[src/rtl/swt_pkg.sv]
// Shared types and constants of the shell word tokenizer.
package swt_pkg;

  localparam int CHAR_W = 8;
  localparam int KIND_W = 3;
  localparam int CFG_W  = 13;
  localparam logic [CFG_W-1:0] CAP_RESET = 13'd256;

  // result queue: two slots per item plus room to keep streaming
  localparam int QDEPTH = 4;
  localparam int QAW    = 2;
  localparam int QCW    = 3;

  localparam logic [CHAR_W-1:0] CH_NUL   = 8'h00;
  localparam logic [CHAR_W-1:0] CH_SPACE = 8'h20;
  localparam logic [CHAR_W-1:0] CH_TAB   = 8'h09;
  localparam logic [CHAR_W-1:0] CH_BSL   = 8'h5c;
  localparam logic [CHAR_W-1:0] CH_SQ    = 8'h27;
  localparam logic [CHAR_W-1:0] CH_DQ    = 8'h22;

  typedef enum logic [1:0] {
    PH_SKIP  = 2'd0,
    PH_WORD  = 2'd1,
    PH_ERROR = 2'd2
  } phase_t;

  typedef enum logic [1:0] {
    Q_NONE   = 2'd0,
    Q_SINGLE = 2'd1,
    Q_DOUBLE = 2'd2
  } quote_t;

  typedef enum logic [KIND_W-1:0] {
    K_CHAR     = 3'd0,
    K_END      = 3'd1,
    K_NOMORE   = 3'd2,
    K_UNCLOSED = 3'd3,
    K_TOOLONG  = 3'd4
  } kind_t;

  typedef struct packed {
    kind_t             kind;
    logic [CHAR_W-1:0] ch;
    logic              last;
  } result_t;

endpackage

[src/rtl/swt_if.sv]
// Channel interfaces of the shell word tokenizer.
interface swt_in_if;
  logic       valid;
  logic       ready;
  logic [7:0] char_byte;
  modport source (output valid, output char_byte, input ready);
  modport sink (input valid, input char_byte, output ready);
endinterface

interface swt_out_if;
  logic       valid;
  logic       ready;
  logic [2:0] result_kind;
  logic [7:0] char_value;
  logic       last_of_command;
  modport source (output valid, output result_kind, output char_value,
                  output last_of_command, input ready);
  modport sink (input valid, input result_kind, input char_value,
                input last_of_command, output ready);
endinterface

interface swt_cfg_if;
  logic        valid;
  logic        ready;
  logic [12:0] token_capacity;
  modport source (output valid, output token_capacity, input ready);
  modport sink (input valid, input token_capacity, output ready);
endinterface

[src/rtl/shell_word_tokenizer.sv]
// Shell-style word splitter with quotes and backslash escapes.
//
//   channel   dir  handshake          payload
//   in_chan   in   valid/ready        char_byte
//   out_chan  out  valid/ready        result_kind, char_value, last_of_command
//   cfg_chan  in   valid/ready (=1)   token_capacity
//
// One byte per cycle unless stalled: a byte is held and decoded in the input
// register; its zero, one or two results drop into a four-entry result queue.
// Results leave one per cycle while out_chan.ready is high; only a backslash
// right before a zero gives two; input stalls unless the queue has room for two.
// Reset (rst_n low, synchronous) empties both stages and sets capacity 256.
module shell_word_tokenizer #(
  parameter int MAX_CAPACITY = 4096
) (
  input  logic       clk,
  input  logic       rst_n,
  swt_in_if.sink     in_chan,
  swt_out_if.source  out_chan,
  swt_cfg_if.sink    cfg_chan
);
  import swt_pkg::*;

  localparam int CAPW = $clog2(MAX_CAPACITY + 1);
  localparam int LENW = $clog2(MAX_CAPACITY);
  localparam int CMPW = ((CAPW > CFG_W) ? CAPW : CFG_W) + 1;

  logic [CFG_W-1:0]  cap_r;
  logic              in_v_r;
  logic [CHAR_W-1:0] byte_r;
  phase_t            phase_r, phase_nxt;
  quote_t            quote_r, quote_nxt;
  logic              esc_r, esc_nxt;
  logic [LENW-1:0]   len_r, len_nxt;

  result_t           q_r [QDEPTH];
  logic [QAW-1:0]    head_r, tail_r;
  logic [QCW-1:0]    cnt_r;

  logic              adv, pop;
  logic [QCW-1:0]    cnt_after_pop;
  logic [1:0]        n_res;
  result_t           res0, res1;

  quote_t            eq;
  logic              eesc;
  logic [LENW-1:0]   elen;
  logic [CMPW-1:0]   cap_eff, len_inc;
  logic              fits, is_ws, in_word;
  quote_t            qsel;

  assign cfg_chan.ready = 1'b1;

  always_ff @(posedge clk) begin
    if (!rst_n) begin
      cap_r <= CAP_RESET;
    end else if (cfg_chan.valid) begin
      cap_r <= cfg_chan.token_capacity;
    end
  end

  // input register
  assign pop           = out_chan.valid && out_chan.ready;
  assign cnt_after_pop = cnt_r - QCW'(pop);
  assign adv           = in_v_r && (cnt_after_pop <= QCW'(QDEPTH - 2));
  assign in_chan.ready = !in_v_r || adv;

  always_ff @(posedge clk) begin
    if (!rst_n) begin
      in_v_r <= 1'b0;
    end else if (in_chan.ready) begin
      in_v_r <= in_chan.valid;
    end
  end

  always_ff @(posedge clk) begin
    if (in_chan.valid && in_chan.ready) begin
      byte_r <= in_chan.char_byte;
    end
  end

  // decode
  assign cap_eff = (CMPW'(cap_r) > CMPW'(MAX_CAPACITY)) ? CMPW'(MAX_CAPACITY)
                                                         : CMPW'(cap_r);
  assign in_word = (phase_r == PH_WORD);
  // a new word starts with clear word state
  assign eq      = in_word ? quote_r : Q_NONE;
  assign eesc    = in_word ? esc_r : 1'b0;
  assign elen    = in_word ? len_r : '0;
  assign len_inc = CMPW'(elen) + CMPW'(1);
  assign fits    = len_inc < cap_eff;
  assign is_ws   = (byte_r == CH_SPACE) || (byte_r == CH_TAB);
  assign qsel    = (byte_r == CH_SQ) ? Q_SINGLE : Q_DOUBLE;

  always_comb begin
    phase_nxt = phase_r;
    quote_nxt = quote_r;
    esc_nxt   = esc_r;
    len_nxt   = len_r;
    n_res     = 2'd0;
    res0      = '{kind: K_CHAR, ch: byte_r, last: 1'b0};
    res1      = '{kind: K_END, ch: CH_NUL, last: 1'b1};
    if (phase_r == PH_ERROR) begin
      if (byte_r == CH_NUL) begin
        phase_nxt = PH_SKIP;
        quote_nxt = Q_NONE;
        esc_nxt   = 1'b0;
        len_nxt   = '0;
      end
    end else if (!in_word && is_ws) begin
      // whitespace between words: nothing
    end else if (!in_word && byte_r == CH_NUL) begin
      n_res     = 2'd1;
      res0      = '{kind: K_NOMORE, ch: CH_NUL, last: 1'b1};
      phase_nxt = PH_SKIP;
    end else begin
      phase_nxt = PH_WORD;
      quote_nxt = eq;
      esc_nxt   = eesc;
      len_nxt   = elen;
      priority if (byte_r == CH_NUL) begin
        phase_nxt = PH_SKIP;
        quote_nxt = Q_NONE;
        esc_nxt   = 1'b0;
        len_nxt   = '0;
        res1.kind = (eq != Q_NONE) ? K_UNCLOSED : K_END;
        if (!eesc) begin
          n_res = 2'd1;
          res0  = res1;
        end else if (!fits) begin
          n_res = 2'd1;
          res0  = '{kind: K_TOOLONG, ch: CH_NUL, last: 1'b1};
        end else begin
          // trailing backslash is kept, then the word closes
          n_res = 2'd2;
          res0  = '{kind: K_CHAR, ch: CH_BSL, last: 1'b0};
        end
      end else if (eesc) begin
        esc_nxt = 1'b0;
        n_res   = 2'd1;
        if (fits) begin
          len_nxt = elen + LENW'(1);
        end else begin
          res0      = '{kind: K_TOOLONG, ch: CH_NUL, last: 1'b1};
          phase_nxt = PH_ERROR;
        end
      end else if (eq == Q_NONE && is_ws) begin
        n_res     = 2'd1;
        res0      = '{kind: K_END, ch: CH_NUL, last: 1'b0};
        phase_nxt = PH_SKIP;
        quote_nxt = Q_NONE;
        len_nxt   = '0;
      end else if (byte_r == CH_BSL) begin
        esc_nxt = 1'b1;
      end else if ((byte_r == CH_SQ || byte_r == CH_DQ) && eq == Q_NONE) begin
        quote_nxt = qsel;
      end else if ((byte_r == CH_SQ || byte_r == CH_DQ) && eq == qsel) begin
        quote_nxt = Q_NONE;
      end else begin
        n_res = 2'd1;
        if (fits) begin
          len_nxt = elen + LENW'(1);
        end else begin
          res0      = '{kind: K_TOOLONG, ch: CH_NUL, last: 1'b1};
          phase_nxt = PH_ERROR;
        end
      end
    end
  end

  always_ff @(posedge clk) begin
    if (!rst_n) begin
      phase_r <= PH_SKIP;
      quote_r <= Q_NONE;
      esc_r   <= 1'b0;
      len_r   <= '0;
    end else if (adv) begin
      phase_r <= phase_nxt;
      quote_r <= quote_nxt;
      esc_r   <= esc_nxt;
      len_r   <= len_nxt;
    end
  end

  // result queue
  always_ff @(posedge clk) begin
    if (!rst_n) begin
      head_r <= '0;
      tail_r <= '0;
      cnt_r  <= '0;
    end else begin
      head_r <= head_r + QAW'(pop);
      tail_r <= tail_r + (adv ? QAW'(n_res) : QAW'(0));
      cnt_r  <= cnt_after_pop + (adv ? QCW'(n_res) : QCW'(0));
    end
  end

  always_ff @(posedge clk) begin
    if (adv && n_res != 2'd0) begin
      q_r[tail_r] <= res0;
    end
    if (adv && n_res == 2'd2) begin
      q_r[tail_r + QAW'(1)] <= res1;
    end
  end

  assign out_chan.valid           = (cnt_r != '0);
  assign out_chan.result_kind     = q_r[head_r].kind;
  assign out_chan.char_value      = q_r[head_r].ch;
  assign out_chan.last_of_command = q_r[head_r].last;

endmodule

[src/flat_wrapper.sv]
// flat-port wrapper written by rule: the top's interface ports become plain ports
module shell_word_tokenizer_flat import swt_pkg::*;
#(
  parameter int MAX_CAPACITY = 4096
)
  (clk, rst_n, in_chan_valid, in_chan_char_byte, in_chan_ready, out_chan_valid, out_chan_result_kind, out_chan_char_value, out_chan_last_of_command, out_chan_ready, cfg_chan_valid, cfg_chan_token_capacity, cfg_chan_ready);
  swt_in_if in_chan_i ();
  swt_out_if out_chan_i ();
  swt_cfg_if cfg_chan_i ();
  input  logic clk;
  input  logic rst_n;
  input wire logic [$bits(in_chan_i.valid)-1:0] in_chan_valid;
  input wire logic [$bits(in_chan_i.char_byte)-1:0] in_chan_char_byte;
  output wire logic [$bits(in_chan_i.ready)-1:0] in_chan_ready;
  output wire logic [$bits(out_chan_i.valid)-1:0] out_chan_valid;
  output wire logic [$bits(out_chan_i.result_kind)-1:0] out_chan_result_kind;
  output wire logic [$bits(out_chan_i.char_value)-1:0] out_chan_char_value;
  output wire logic [$bits(out_chan_i.last_of_command)-1:0] out_chan_last_of_command;
  input wire logic [$bits(out_chan_i.ready)-1:0] out_chan_ready;
  input wire logic [$bits(cfg_chan_i.valid)-1:0] cfg_chan_valid;
  input wire logic [$bits(cfg_chan_i.token_capacity)-1:0] cfg_chan_token_capacity;
  output wire logic [$bits(cfg_chan_i.ready)-1:0] cfg_chan_ready;
  assign in_chan_i.valid = in_chan_valid;
  assign in_chan_i.char_byte = in_chan_char_byte;
  assign in_chan_ready = in_chan_i.ready;
  assign out_chan_valid = out_chan_i.valid;
  assign out_chan_result_kind = out_chan_i.result_kind;
  assign out_chan_char_value = out_chan_i.char_value;
  assign out_chan_last_of_command = out_chan_i.last_of_command;
  assign out_chan_i.ready = out_chan_ready;
  assign cfg_chan_i.valid = cfg_chan_valid;
  assign cfg_chan_i.token_capacity = cfg_chan_token_capacity;
  assign cfg_chan_ready = cfg_chan_i.ready;
  shell_word_tokenizer #(.MAX_CAPACITY(MAX_CAPACITY)) u_core (.clk(clk), .rst_n(rst_n), .in_chan(in_chan_i), .out_chan(out_chan_i), .cfg_chan(cfg_chan_i));
endmodule
[config.mk]
export PLATFORM = sky130hd
export DESIGN_NAME = shell_word_tokenizer_flat
export DESIGN_NICKNAME = d
export VERILOG_FILES = /design/src/rtl/swt_pkg.sv /design/src/rtl/swt_if.sv /design/src/rtl/shell_word_tokenizer.sv /design/src/flat_wrapper.sv
export SDC_FILE = /design/constraint.sdc
export NUM_CORES = 1
export LEC_CHECK = 0
export BUFFER_PORTS_ARGS = -buffer_cell sky130_fd_sc_hd__clkbuf_2
export CAP_MARGIN = 5
export CORE_ASPECT_RATIO = 1.2
export CORE_MARGIN = 4
export CORE_UTILIZATION = 54
export CTS_CLUSTER_SIZE = 20
export DETAILED_ROUTE_END_ITERATION = 7
export GPL_ROUTABILITY_DRIVEN = 0
export GPL_TIMING_DRIVEN = 0
export HOLD_SLACK_MARGIN = 0.03
export PLACE_DENSITY = 0.84
export SLEW_MARGIN = 0
export SYNTH_ARGS = -nofsm -noshare
export SYNTH_HDL_FRONTEND = slang
export SYNTH_SLANG_ARGS = --single-unit
[constraint.sdc]
create_clock -name clk -period 4.05 [get_ports clk]
set_clock_uncertainty 0.15 [all_clocks]
set_input_delay 0.81 -clock clk [delete_from_list [all_inputs] [get_ports clk]]
set_output_delay 0.81 -clock clk [all_outputs]
set_load 0.02 [all_outputs]
==> results.md, run 1 <==
STA:
- Subtracting the final worst setup slack from the clock period gives 4.176 ns.
- In the post-route analysis, the smallest setup slack over all paths is -0.1264 ns.
- Setup violations remaining at the end of the flow were counted as 10.
- The transition time of the tightest slew-check pin is 0.8096 ns.
- The number of endpoints with negative hold slack in the final report is 0.
- Timing would allow up to 0.2394 GHz.
- Hold is met by 0.3108 ns.
- Measured against its own limit, the worst slew margin works out to 46.02%.
- The post-route clock period utilization is 103.1%.
- The max-slew violation total from the final report is 0.
- Setup repair after global routing could not meet its margin everywhere.
- The final setup TNS is -0.4749 ns.

Routing:
- The number of iterations in the first detailed-routing pass is 8.
- Dividing the detail-routed via count by the number of cells gives 6.892.
- Detailed routing inserted a total of 5,293 vias.
- For this run, design rule violations remaining after detail routing come to 3.
- The number of DRC violations after detailed-routing iteration 0 is 914.
- The final routed wire length divided by cell count is 21.50 um.
- The final wirelength is 16,510 um.
- The number of nets still failing antenna checks after routing is 0.

Global route:
- Global routing used 4.779% of the available met3 tracks.
- The layer with the highest usage is met2.
- The pin count of the biggest net entering global routing is 18.
- In the global route stage, overall resource usage came out at 27.27%.
- The number of antenna violations at the first check in global routing is 0.
- Global routing finished with a remaining overflow of 0.
- The via count of the first global-routing pass is 5,039.
- The first global-routing pass estimated 24,780 um of wire.
- The met2 track demand over resource is 47.05%.
- The met1 usage is 30.83%.

Die:
- The initial cell density of the core is 55.42%.
- From bottom edge to top edge, the die measures 116.5 um.
- The die covers 11,470 um^2.
- The core region is 9564 um^2.
- The number of top-level pins is 41.
- The die extent in x is 98.44 um.
- The floorplan has 39 rows.

Placed design:
- In this run the cell area measured after placement is 5668 um^2.
- The count of buffers added on input and output ports is 37.
- The estimated wirelength of the detail-placed design is 10,540 um.

Pwr:
- Dividing total power by cell area gives a power density of 535.7 nW/um^2.
- Of the total power, registers draw 37.7%.
- The final total power is 3416 uW.
- Of the total power, combinational logic draws 37.6%.
- The peak supply drop is 0.0002416 V.
- The switching portion of total power is 36.82%.
- Summed over all cells, the static leakage comes to 0.002503 uW.
- The cell-internal power is 2158 uW.
- The share of power burned in the clock network is 24.7%.
- For this design the total switching power over the nets is 1258 uW.

Layout:
- Once layout is complete, the utilization of the core stands at 66.67%.
- The number of antenna cells inserted is 0.
- The final design instance area without fill is 6376 um^2.
- The ratio of cells with drive above 1 in the final layout is 24.96%.
- The library cells used most frequently in the layout, excluding fill and tap cells, are 80 x dfxtp_1, 62 x nand2_1, 52 x nor2_1.
- The most common cell after layout, fill and taps aside is dfxtp_1.
- At the end of the flow, the number of nets in the layout was 685.
- The relative area change from synthesis to final layout is 20.30%.

Synthesis:
- After synthesis, the mean cell area works out to 9.381 um^2.
- The share of synthesized area occupied by flip-flops and latches is 37.77%.
- For this run, the leading register cell type out of synthesis is dfxtp_1.
- The synthesized design contains 12 enable-type register cells.
- Synthesis produced a netlist with a net count of 610.
- The number of unique standard cell types used by synthesis is 81.
- In this run, synthesis produced a sequential element count of 94.
- The warning count from the yosys run is 0.
- The cell area after synthesis is 5300 um^2.
- The fraction of registers with async set or reset after synthesis is 0%.
- The cell count after synthesis is 565.

Min path:
- The startpoint identified for the worst hold timing path is u_core.q_r[2][1].
- The path category of the worst min-delay check is reg2reg.

Critical path:
- STA puts the critical path data arrival time at 4.27 ns.
- The critical path starts at u_core.phase_r[0].
- The worst reg2reg path startpoint is u_core.phase_r[0].
- The category of the worst setup path capture point is a flip-flop.
- The critical-path maximum fanout is 10.
- The required time of the worst setup path is 4.15 ns.
- The type of origin of the critical path is a flip-flop.
- The category of the critical setup timing path is reg2reg.

CTS:
- The clock passes through at most 2 buffers.
- In this run the clock root is driven by a clkbuf_16.
- The clock tree synthesis step divided the H-tree into 3 levels.
- The count of hold-fix buffers inserted at cts is 0.
- The number of sinks on the clock net is 94.
- The CTS buffer count is 9.
- The TritonCTS clock tree is yes.
- For the worst-skew pair, the clock arrives at the later sink with an insertion delay of 0.35 ns.
- The register clock-pin slew on the reported worst setup and hold paths is 0.06 ns.

Outcome:
- The run finished, with violations left.
- The final reports fail on DRC, setup timing.

Job:
- Across the run, the number of max-cap violations was 0.
==> repair_timing <==
| item | CTS | global route |
|---|---|---|
| buffers inserted | 15 | 13 |
| cloned | 0 | 0 |
| pin swaps | 7 | 11 |
| resized for setup | 16 | 29 |
| endpoints found under the setup margin | 67 | 59 |
==> registers in the layout, summed over array words and instances, names as in the netlist <==
name / flops
u_core.cap_r: 13
u_core.tail_r: 2
u_core.in_v_r: 1
u_core.q_r: 48
u_core.byte_r: 8
u_core.len_r: 12
u_core.quote_r: 2
u_core.esc_r: 1
u_core.phase_r: 2
u_core.head_r: 2
u_core.cnt_r: 3
==> final timing paths <==
kind / endpoint / slack, ns / cells past startpoint
worst max-delay path: u_core.cnt_r[1] / -0.13 / 16
worst min-delay path: u_core.q_r[2][1] / 0.31 / 2
worst max register to register: u_core.cnt_r[1] / -0.13 / 16
worst min register to register: u_core.q_r[2][1] / 0.31 / 2
==> through the flow <==
step           cells  setup WS (ns)
2_1_floorplan    565        0.02605
3_3_place_gp     725        -0.5945
3_5_place_dp     725        -0.6917
4_1_cts          756       -0.05241
5_1_grt          768        -0.1993
6_report         768        -0.1264
==> kinds of logic after synthesis <==
group / synth area share (%)
simple gates: 20.21
compound gates: 21.01
flops: 37.77
buf+inv: 5.004
mux: 8.215
fa+ha+maj: 5.076
xor+xnor: 2.644
other cells: 0.07075
==> final cells by class <==
| type | instances | area, um^2 |
|---|---|---|
| well taps | 123 | 153.9 |
| fillers | 708 | 3188 |
| inverters | 20 | 75.07 |
| plain buffers | 26 | 212.7 |
| repair buffers | 65 | 395.4 |
| clock buffers | 10 | 250.2 |
| flip-flops and latches | 94 | 2007 |
| clock inverters | 6 | 46.29 |
| multi-input cells | 424 | 3236 |
==> routing by layer <==
layer	share of wire [%]	up-vias
met5	0	-
met4	8.1	0
met3	8.5	146
met2	48	416
met1	36	2469
li1	-	2262
==> cells in the mapped netlist (10+ instances only) <==
cell type / count / area share (%)
o2bb2ai_1: 29 / 4.8
ha_1: 18 / 4.2
nand3_1: 21 / 2.0
mux2i_1: 15 / 2.8
xnor2_1: 11 / 1.8
clkbuf_1: 10 / 0.71
inv_1: 20 / 1.4
a21oi_1: 28 / 2.6
nand2_1: 62 / 4.4
and2_1: 10 / 1.2
dfxtp_1: 82 / 31
mux4_2: 12 / 5.1
nor2_1: 54 / 3.8
edfxtp_1: 12 / 6.8
o21ai_0: 24 / 2.3
==> power groups by stage <==
stage / clock network (uW) / logic, uW / registers [uW]
global route: 894 / 1370 / 1310
floorplan: 0 / 871 / 1250
CTS: 853 / 1200 / 1280
global placement: 0 / 1090 / 1280
finish: 845 / 1280 / 1290
detailed placement: 0 / 1150 / 1300
==> worst max-delay path, stage by stage (launching register included) <==
cell and delay (ns):
dfxtp_2 0.33, buf_4 0.13, clkbuf_8 0.16, nand3b_1 0.24, nor4_4 0.38, nand3_1 0.18, xor2_1 0.17, nor2_1 0.18
ha_1 0.31, a21o_1 0.21, a221oi_4 0.41, buf_4 0.20, nand2_4 0.08, nor4_4 0.14, buf_4 0.20, fa_2 0.44
and2_4 0.16
(Power assumes the default switching activity.)
==> inputs of run 2 (changes only) <==
--- a/config.mk
+++ b/config.mk
@@ -7,9 +7,11 @@
 export LEC_CHECK = 0
 export BUFFER_PORTS_ARGS = -buffer_cell sky130_fd_sc_hd__clkbuf_2
 export CAP_MARGIN = 5
+export CELL_PAD_IN_SITES_DETAIL_PLACEMENT = 0
+export CELL_PAD_IN_SITES_GLOBAL_PLACEMENT = 1
 export CORE_ASPECT_RATIO = 1.2
 export CORE_MARGIN = 4
-export CORE_UTILIZATION = 54
+export CORE_UTILIZATION = 42
 export CTS_CLUSTER_SIZE = 20
 export DETAILED_ROUTE_END_ITERATION = 7
 export GPL_ROUTABILITY_DRIVEN = 0
==> run 2 against run 1 <==
  * The run now ends clean
  * Routed wire length shrank 11%
  * Via count down 11%
  * Sequential cell count did not move
  * Utilization is 15 points lower
  * Count of clock-buffer cells in the layout decreased by 1
  * Fmax increased by 6.8%
  * Non-clock buffer count is 9 lower
  * Final area fell by 1.7%
  * Critical endpoint unchanged
==> results.md, run 2 (synthesis results as in run 1) <==
Global route:
- The wire length of the first global-routing pass is 23,710 um (-4.3%).
- The sum of overflow across all layers after global routing is 0 (unchanged).
- The number of antenna violations at the first check in global routing is 0 (unchanged).
- The via count of the first global-routing pass is 4,715 (-6.4%).
- The pin count of the biggest net entering global routing was 17 (-1).
- The all-layer global routing usage came to 20.41% (-6.9 points).

Critical path:
- The worst setup path is launched from a flip-flop.
- The critical path arrival is 4.05 ns (-0.22 ns).
- The cell family with the largest share of critical-path delay is simple AND/OR/NAND/NOR gates.
- In this run the critical register-to-register path is launched from u_core.phase_r[1].
- The worst register-to-register path ends at u_core.cnt_r[1].
- The buffer and inverter count on the worst path was 2 (-2).
- The maximum single-stage delay on the critical path is 0.50 ns (+0.06 ns).
- The worst setup path is captured at a flip-flop.
- The number of cells on the critical path is 16 (unchanged).
- The critical path goes through nor2b_4, buf_6, clkbuf_16, and2_4, ha_4, nand4_1, or3_1, a21oi_2, ha_1, and3_4, a221oi_4, and4_4, nor2_4, ha_4, fa_2, and2_1.
- The worst-case register-to-register setup slack is 0.14 ns (+0.27 ns).
- The critical-path maximum fanout was 6 (-4).
- The category of the critical setup timing path is reg2reg.
- For this design, the slowest cell found on the critical path is fa_2.
- The required time of the worst setup path is 4.19 ns (+0.04 ns).
- The cell repeated most along the worst path is ha_4.
- The length in cells of the worst reg-to-reg path is 16 (unchanged).

Layout:
- From synthesis to final layout, the design area changed by 18.20%.
- The register with the highest flop count is u_core.q_r.
- The number of flip-flops in the largest register is 48 (unchanged).
- The net total in the final layout is 676 (-1.3%).
- The ratio of cells with drive above 1 in the final layout came to 22.48% (-2.5 points).
- The final non-filler cell total came to 797 (+3.8%).
- The number of antenna cells inserted is 0 (unchanged).
- In the layout the commonest cells are 80 x dfxtp_1, 62 x nand2_1, 52 x nor2_1.
- The most common cell after layout, fill and taps aside is dfxtp_1.
- In the final layout, the registers with the most flip-flops are u_core.q_r x48, u_core.cap_r x13, u_core.len_r x12.

CTS:
- The library cell used as clock root buffer is clkbuf_16.
- The buffer levels on the longest clock path came to 2 (unchanged).
- The latest clock arrival within the worst-skew pair is 0.35 ns (about the same).
- The TritonCTS clock tree is yes.
- The register clock-pin slew on the reported worst setup and hold paths is 0.07 ns (about the same).
- The number of sinks on the clock net is 94 (unchanged).
- The number of H-tree levels is 3 (unchanged).
- The CTS buffer count was 9 (unchanged).

Pwr:
- The peak supply drop is 0.0002493 V (+3.2%).
- The power dissipated by switching net loads is 1188 uW (-5.5%).
- The fraction of power consumed by sequential logic is 38.1% (+0.4 points).
- The cell-internal power is 2158 uW (about the same).
- The final total power is 3347 uW (-2.0%).
- The switching portion of total power is 35.51% (-1.3 points).
- The power density over the cells is 534.2 nW/um^2 (-0.29%).
- The share of power burned in the clock network came to 25.4% (+0.7 points).
- The total leakage power is 0.002422 uW (-3.2%).
- The power share of the combinational group is 36.5% (-1.1 points).

Min path:
- The path class of the tightest hold or removal check is reg2reg.
- The startpoint identified for the worst hold timing path is u_core.q_r[2][5].
- The number of instances on the worst hold path was 1 (-1).
- The worst hold path terminates at u_core.q_r[2][5].

Outcome:
- The run finished with clean final reports.

Placed design:
- The estimated wirelength of the detail-placed design is 11,020 um (+4.6%).
- The count of input and output buffers came to 37 (unchanged).
- The worst slack at placement is -0.7267 ns (-0.03493 ns).
- The placed instance count is 763 (+5.2%).

Routing:
- The number of iterations in the first detailed-routing pass is 6 (-2).
- The number of nets still failing antenna checks after routing came to 0 (unchanged).
- The routed via count divided by cell count came to 5.917 (-14%).
- The number of DRC violations after detailed-routing iteration 0 came to 464 (-49%).
- The vias after detailed routing is 4,716 (-11%).
- The final wirelength is 14,730 um (-11%).
- The final routed wire length divided by cell count is 18.49 um (-14%).
- The remaining design rule violation count is 0 (-3).

Die:
- The area of the core was 12,220 um^2 (+28%).
- The number of top-level pins is 41 (unchanged).
- The die extent in x is 110.5 um (+12%).
- The initial cell density of the core is 43.37% (-12 points).
- The site row count is 44 (+13%).
- The die outline area is 14,490 um^2 (+26%).
- The vertical die dimension is 131.1 um (+12%).

STA:
- Setup repair after global routing left no endpoint under its margin.
- The transition time of the tightest slew-check pin came to 0.7961 ns (-0.01349 ns).
- The number of endpoints with negative hold slack in the final report is 0 (unchanged).
- The number of setup violations in the final report is 0 (-10).
- The final setup slack of the worst path is 0.1405 ns (+0.2669 ns).
- The worst hold slack is 0.3097 ns (-0.001144 ns).
- The clock period minus worst slack came to 3.910 ns (-0.2669 ns).
- The tightest slew margin relative to the limit is 46.92% (+0.90 points).
- The max-slew violation total from the final report came to 0 (unchanged).
- The upper clock frequency limit came to 0.2558 GHz (+6.8%).
- The post-route clock period utilization is 96.53% (-6.6 points).

Job:
- The number of max-capacitance violations reported is 0 (unchanged).
[run 2: cell count changes in the layout (fill, tap and decap cells not counted), moves of 2 or more]
cell and change:
o2bb2ai_1 +2, inv_6 -2, nand3_1 +2, nand3_2 -2
o2bb2ai_2 -2, buf_2 +2, buf_4 -10
[run 2: worst max-delay path by stage]
stage | startpoint | to
6_report | u_core.phase_r[1] | u_core.cnt_r[1]
4_1_cts | u_core.phase_r[1] | u_core.cnt_r[1]
3_3_place_gp | u_core.phase_r[1] | u_core.cnt_r[1]
2_1_floorplan | u_core.phase_r[0] | u_core.cnt_r[2]
5_1_grt | u_core.phase_r[0] | u_core.tail_r[1]
3_5_place_dp | u_core.phase_r[1] | u_core.cnt_r[1]
[run 2: cell type report]
cell class	instances	area [um^2]
Buffer	26	207.7
Clock buffer	9	225.2
Clock inverter	7	71.32
Fill cell	1142	5957
Inverter	20	75.07
Multi-Input combinational cell	424	3149
Sequential cell	94	2007
Tap cell	161	201.4
Timing Repair Buffer	56	327.8
[run 2: what timing repair did]
item	CTS	global route
pin swaps	11	11
gates resized for setup	16	12
hold buffers	0	0
buffers inserted	16	3
endpoints found under the setup margin	69	60
[run 2: metrics by stage]
step	utilization [%]	cell area (um^2)	setup TNS, ns
finish	51.26	6265	0
global route	51.26	6265	0
CTS	50.89	6220	-0.01150
detailed placement	46.76	5715	-23.55
global placement	46.76	5715	-17.10
floorplan	-	5329	0
[run 2: power by group through the flow]
stage | clock, uW | combinational (uW) | sequential, uW
after floorplan | 0 | 871 | 1250
after global placement | 0 | 1110 | 1280
after detailed placement | 0 | 1150 | 1300
after CTS | 859 | 1210 | 1270
after global routing | 902 | 1340 | 1300
final | 848 | 1220 | 1280
[run 2: layer usage]
layer,global-route usage [%],up-vias,wire (um)
li1,-,2247,-
met1,22.08,2228,5694
met2,37.54,186,7512
met3,4.224,55,834
met4,11.45,0,692
met5,0,-,0
==> inputs of run 3 (changes only) <==
--- a/config.mk
+++ b/config.mk
@@ -18,6 +18,7 @@
 export GPL_TIMING_DRIVEN = 0
 export HOLD_SLACK_MARGIN = 0.03
 export PLACE_DENSITY = 0.84
+export RECOVER_POWER = 100
 export SLEW_MARGIN = 0
 export SYNTH_ARGS = -nofsm -noshare
 export SYNTH_HDL_FRONTEND = slang
==> run 3 against run 2 <==
  * Non-clock buffer count did not move
  * Die area did not move
  * First-iteration DRC count rose by 15%
  * Final cell count did not move
  * Worst setup slack got worse by 0.0080 ns
  * Critical path type unchanged
  * Largest cell class unchanged
==> results.md, run 3 (synthesis results as in run 1) <==
Outcome:
- The run finished with clean final reports.

Layout:
- The number of flip-flops in the largest register is 48 (unchanged).
- The final core area utilization is 51.00% (-0.26 points).
- The ratio of cells with drive above 1 in the final layout is 19.97% (-2.5 points).
- In the final layout, the registers with the most flip-flops are u_core.q_r x48, u_core.cap_r x13, u_core.len_r x12.
- The number of filler instances in the final layout is 1,149 (+0.61%).
- The top cell types in the final layout, fill and taps aside, are 80 x dfxtp_1, 63 x nand2_1, 52 x nor2_1.
- The sequential cell area came to 2007 um^2 (unchanged).
- From synthesis to final layout, the design area changed by 17.61%.
- The multi-input combinational cell area was 3142 um^2 (-0.24%).
- The net total in the final layout is 676 (unchanged).
- The most common cell after layout, fill and taps aside is dfxtp_1.
- The number of antenna cells inserted is 0 (unchanged).
- The register with the highest flop count is u_core.q_r.

Critical path:
- The critical-path maximum fanout is 6 (unchanged).
- By startpoint and endpoint, the worst setup path is classified as reg2reg.
- The required time of the worst setup path is 4.19 ns (about the same).
- The category of the worst setup path capture point is a flip-flop.
- The critical path arrival is 4.05 ns (about the same).
- The worst-case register-to-register setup slack is 0.13 ns (about the same).
- The type of origin of the critical path is a flip-flop.

STA:
- The transition time of the tightest slew-check pin is 0.7978 ns (+0.001626 ns).
- The number of endpoints with negative hold slack in the final report is 0 (unchanged).
- The clock period minus worst slack is 3.918 ns (+0.007998 ns).
- The max-slew violation total from the final report came to 0 (unchanged).
- Setup repair after global routing left no endpoint under its margin.
- The number of setup violations in the final report is 0 (unchanged).
- The tightest slew margin relative to the limit was 46.82% (-0.11 points).
- The upper clock frequency limit is 0.2553 GHz (-0.20%).
- The worst hold slack is 0.3096 ns (-0.00001200 ns).
- The final setup slack of the worst path was 0.1325 ns (-0.007998 ns).
- The post-route clock period utilization was 96.73% (+0.20 points).

Routing:
- The vias after detailed routing is 4,735 (+0.40%).
- The final wirelength came to 14,830 um (+0.64%).
- The routed via count divided by cell count is 5.941 (+0.40%).
- The final routed wire length divided by cell count came to 18.60 um (+0.64%).
- The number of nets still failing antenna checks after routing is 0 (unchanged).
- The number of iterations in the first detailed-routing pass was 5 (-1).
- The number of DRC violations after detailed-routing iteration 0 is 533 (+15%).
- The remaining design rule violation count is 0 (unchanged).

Pwr:
- The total leakage power was 0.002373 uW (-2.0%).
- The peak supply drop is 0.0002442 V (-2.0%).
- The final total power is 3326 uW (-0.60%).
- The power density over the cells is 533.6 nW/um^2 (-0.11%).

Job:
- The number of max-capacitance violations reported is 0 (unchanged).

Placed design:
- The count of input and output buffers is 37 (unchanged).
- The estimated wirelength of the detail-placed design came to 11,020 um (unchanged).
- The worst slack at placement is -0.7267 ns (unchanged).

Min path:
- The min-delay analysis places its worst path in the category reg2reg.

CTS:
- The number of sinks on the clock net is 94 (unchanged).
- The library cell used as clock root buffer is clkbuf_16.
- The number of H-tree levels is 3 (unchanged).
- The CTS buffer count is 9 (unchanged).
- The buffer levels on the longest clock path is 2 (unchanged).
- The TritonCTS clock tree is yes.
- The count of hold-fix buffers inserted at cts came to 0 (unchanged).
- The register clock-pin slew on the reported worst setup and hold paths is 0.07 ns (about the same).
- The latest clock arrival within the worst-skew pair was 0.35 ns (about the same).

Global route:
- The pin count of the biggest net entering global routing is 17 (unchanged).
- The number of antenna violations at the first check in global routing came to 0 (unchanged).
- The via count of the first global-routing pass was 4,715 (unchanged).
- The all-layer global routing usage came to 20.41% (unchanged).
- The sum of overflow across all layers after global routing came to 0 (unchanged).
- The wire length of the first global-routing pass is 23,710 um (unchanged).

Die:
- The die extent in x was 110.5 um (unchanged).
- The die outline area is 14,490 um^2 (unchanged).
- The vertical die dimension is 131.1 um (unchanged).
- The number of top-level pins is 41 (unchanged).
- The area of the core is 12,220 um^2 (unchanged).
- The site row count is 44 (unchanged).
- The initial cell density of the core is 43.37% (unchanged).
-- run 3: per-layer routing --
metal,track usage [%],part of all wire (%)
met5,0,0
met4,11.45,4.6
met3,4.224,5.6
met2,37.54,51
met1,22.08,39
-- run 3: stage by stage --
step,std cells,cell area (um^2),TNS [ns]
finish,797,6233,0
floorplan,565,5329,0
global placement,763,5715,-17.10
CTS,795,6220,-0.01150
detailed placement,763,5715,-23.55
global route,797,6233,0
-- run 3: power breakdown --
| group | switching (uW) | internal [uW] |
|---|---|---|
| Combinational | 693 | 507 |
| Clock | 371 | 480 |
| Sequential | 127 | 1150 |
-- run 3: path summary, 6_finish.rpt --
path / start / endpoint / cells after the start
hold reg to reg: u_core.q_r[2][5] / u_core.q_r[2][5] / 1
setup reg to reg: u_core.phase_r[1] / u_core.cnt_r[1] / 16
hold / removal: u_core.q_r[2][5] / u_core.q_r[2][5] / 1
setup / recovery: u_core.phase_r[1] / u_core.cnt_r[1] / 16
-- run 3: layout make-up --
cell class | count | share of cell area [%]
Timing Repair Buffer | 56 | 4.878
Tap cell | 161 | 3.232
Multi-Input combinational cell | 424 | 50.40
Sequential cell | 94 | 32.20
Buffer | 26 | 3.332
Clock buffer | 9 | 3.613
Clock inverter | 7 | 1.144
Inverter | 20 | 1.204
-- run 3: what timing repair did --
action / CTS / global route
setup endpoints to repair: 69 / 60
buffers inserted: 16 / 3
endpoints found under the hold margin: 0 / 0
pin swaps: 11 / 11
resized for setup: 16 / 12
-- run 3: critical path: stages, from the launching register on --
cell and delay (ns):
dfxtp_4 0.36, nor2b_4 0.10, buf_6 0.13, clkbuf_16 0.12
and2_4 0.15, ha_4 0.13, nand4_1 0.15, or3_1 0.36
a21oi_2 0.19, ha_1 0.26, and3_4 0.17, a221oi_4 0.39
and4_4 0.34, nor2_4 0.05, ha_4 0.17, fa_2 0.50
and2_1 0.11
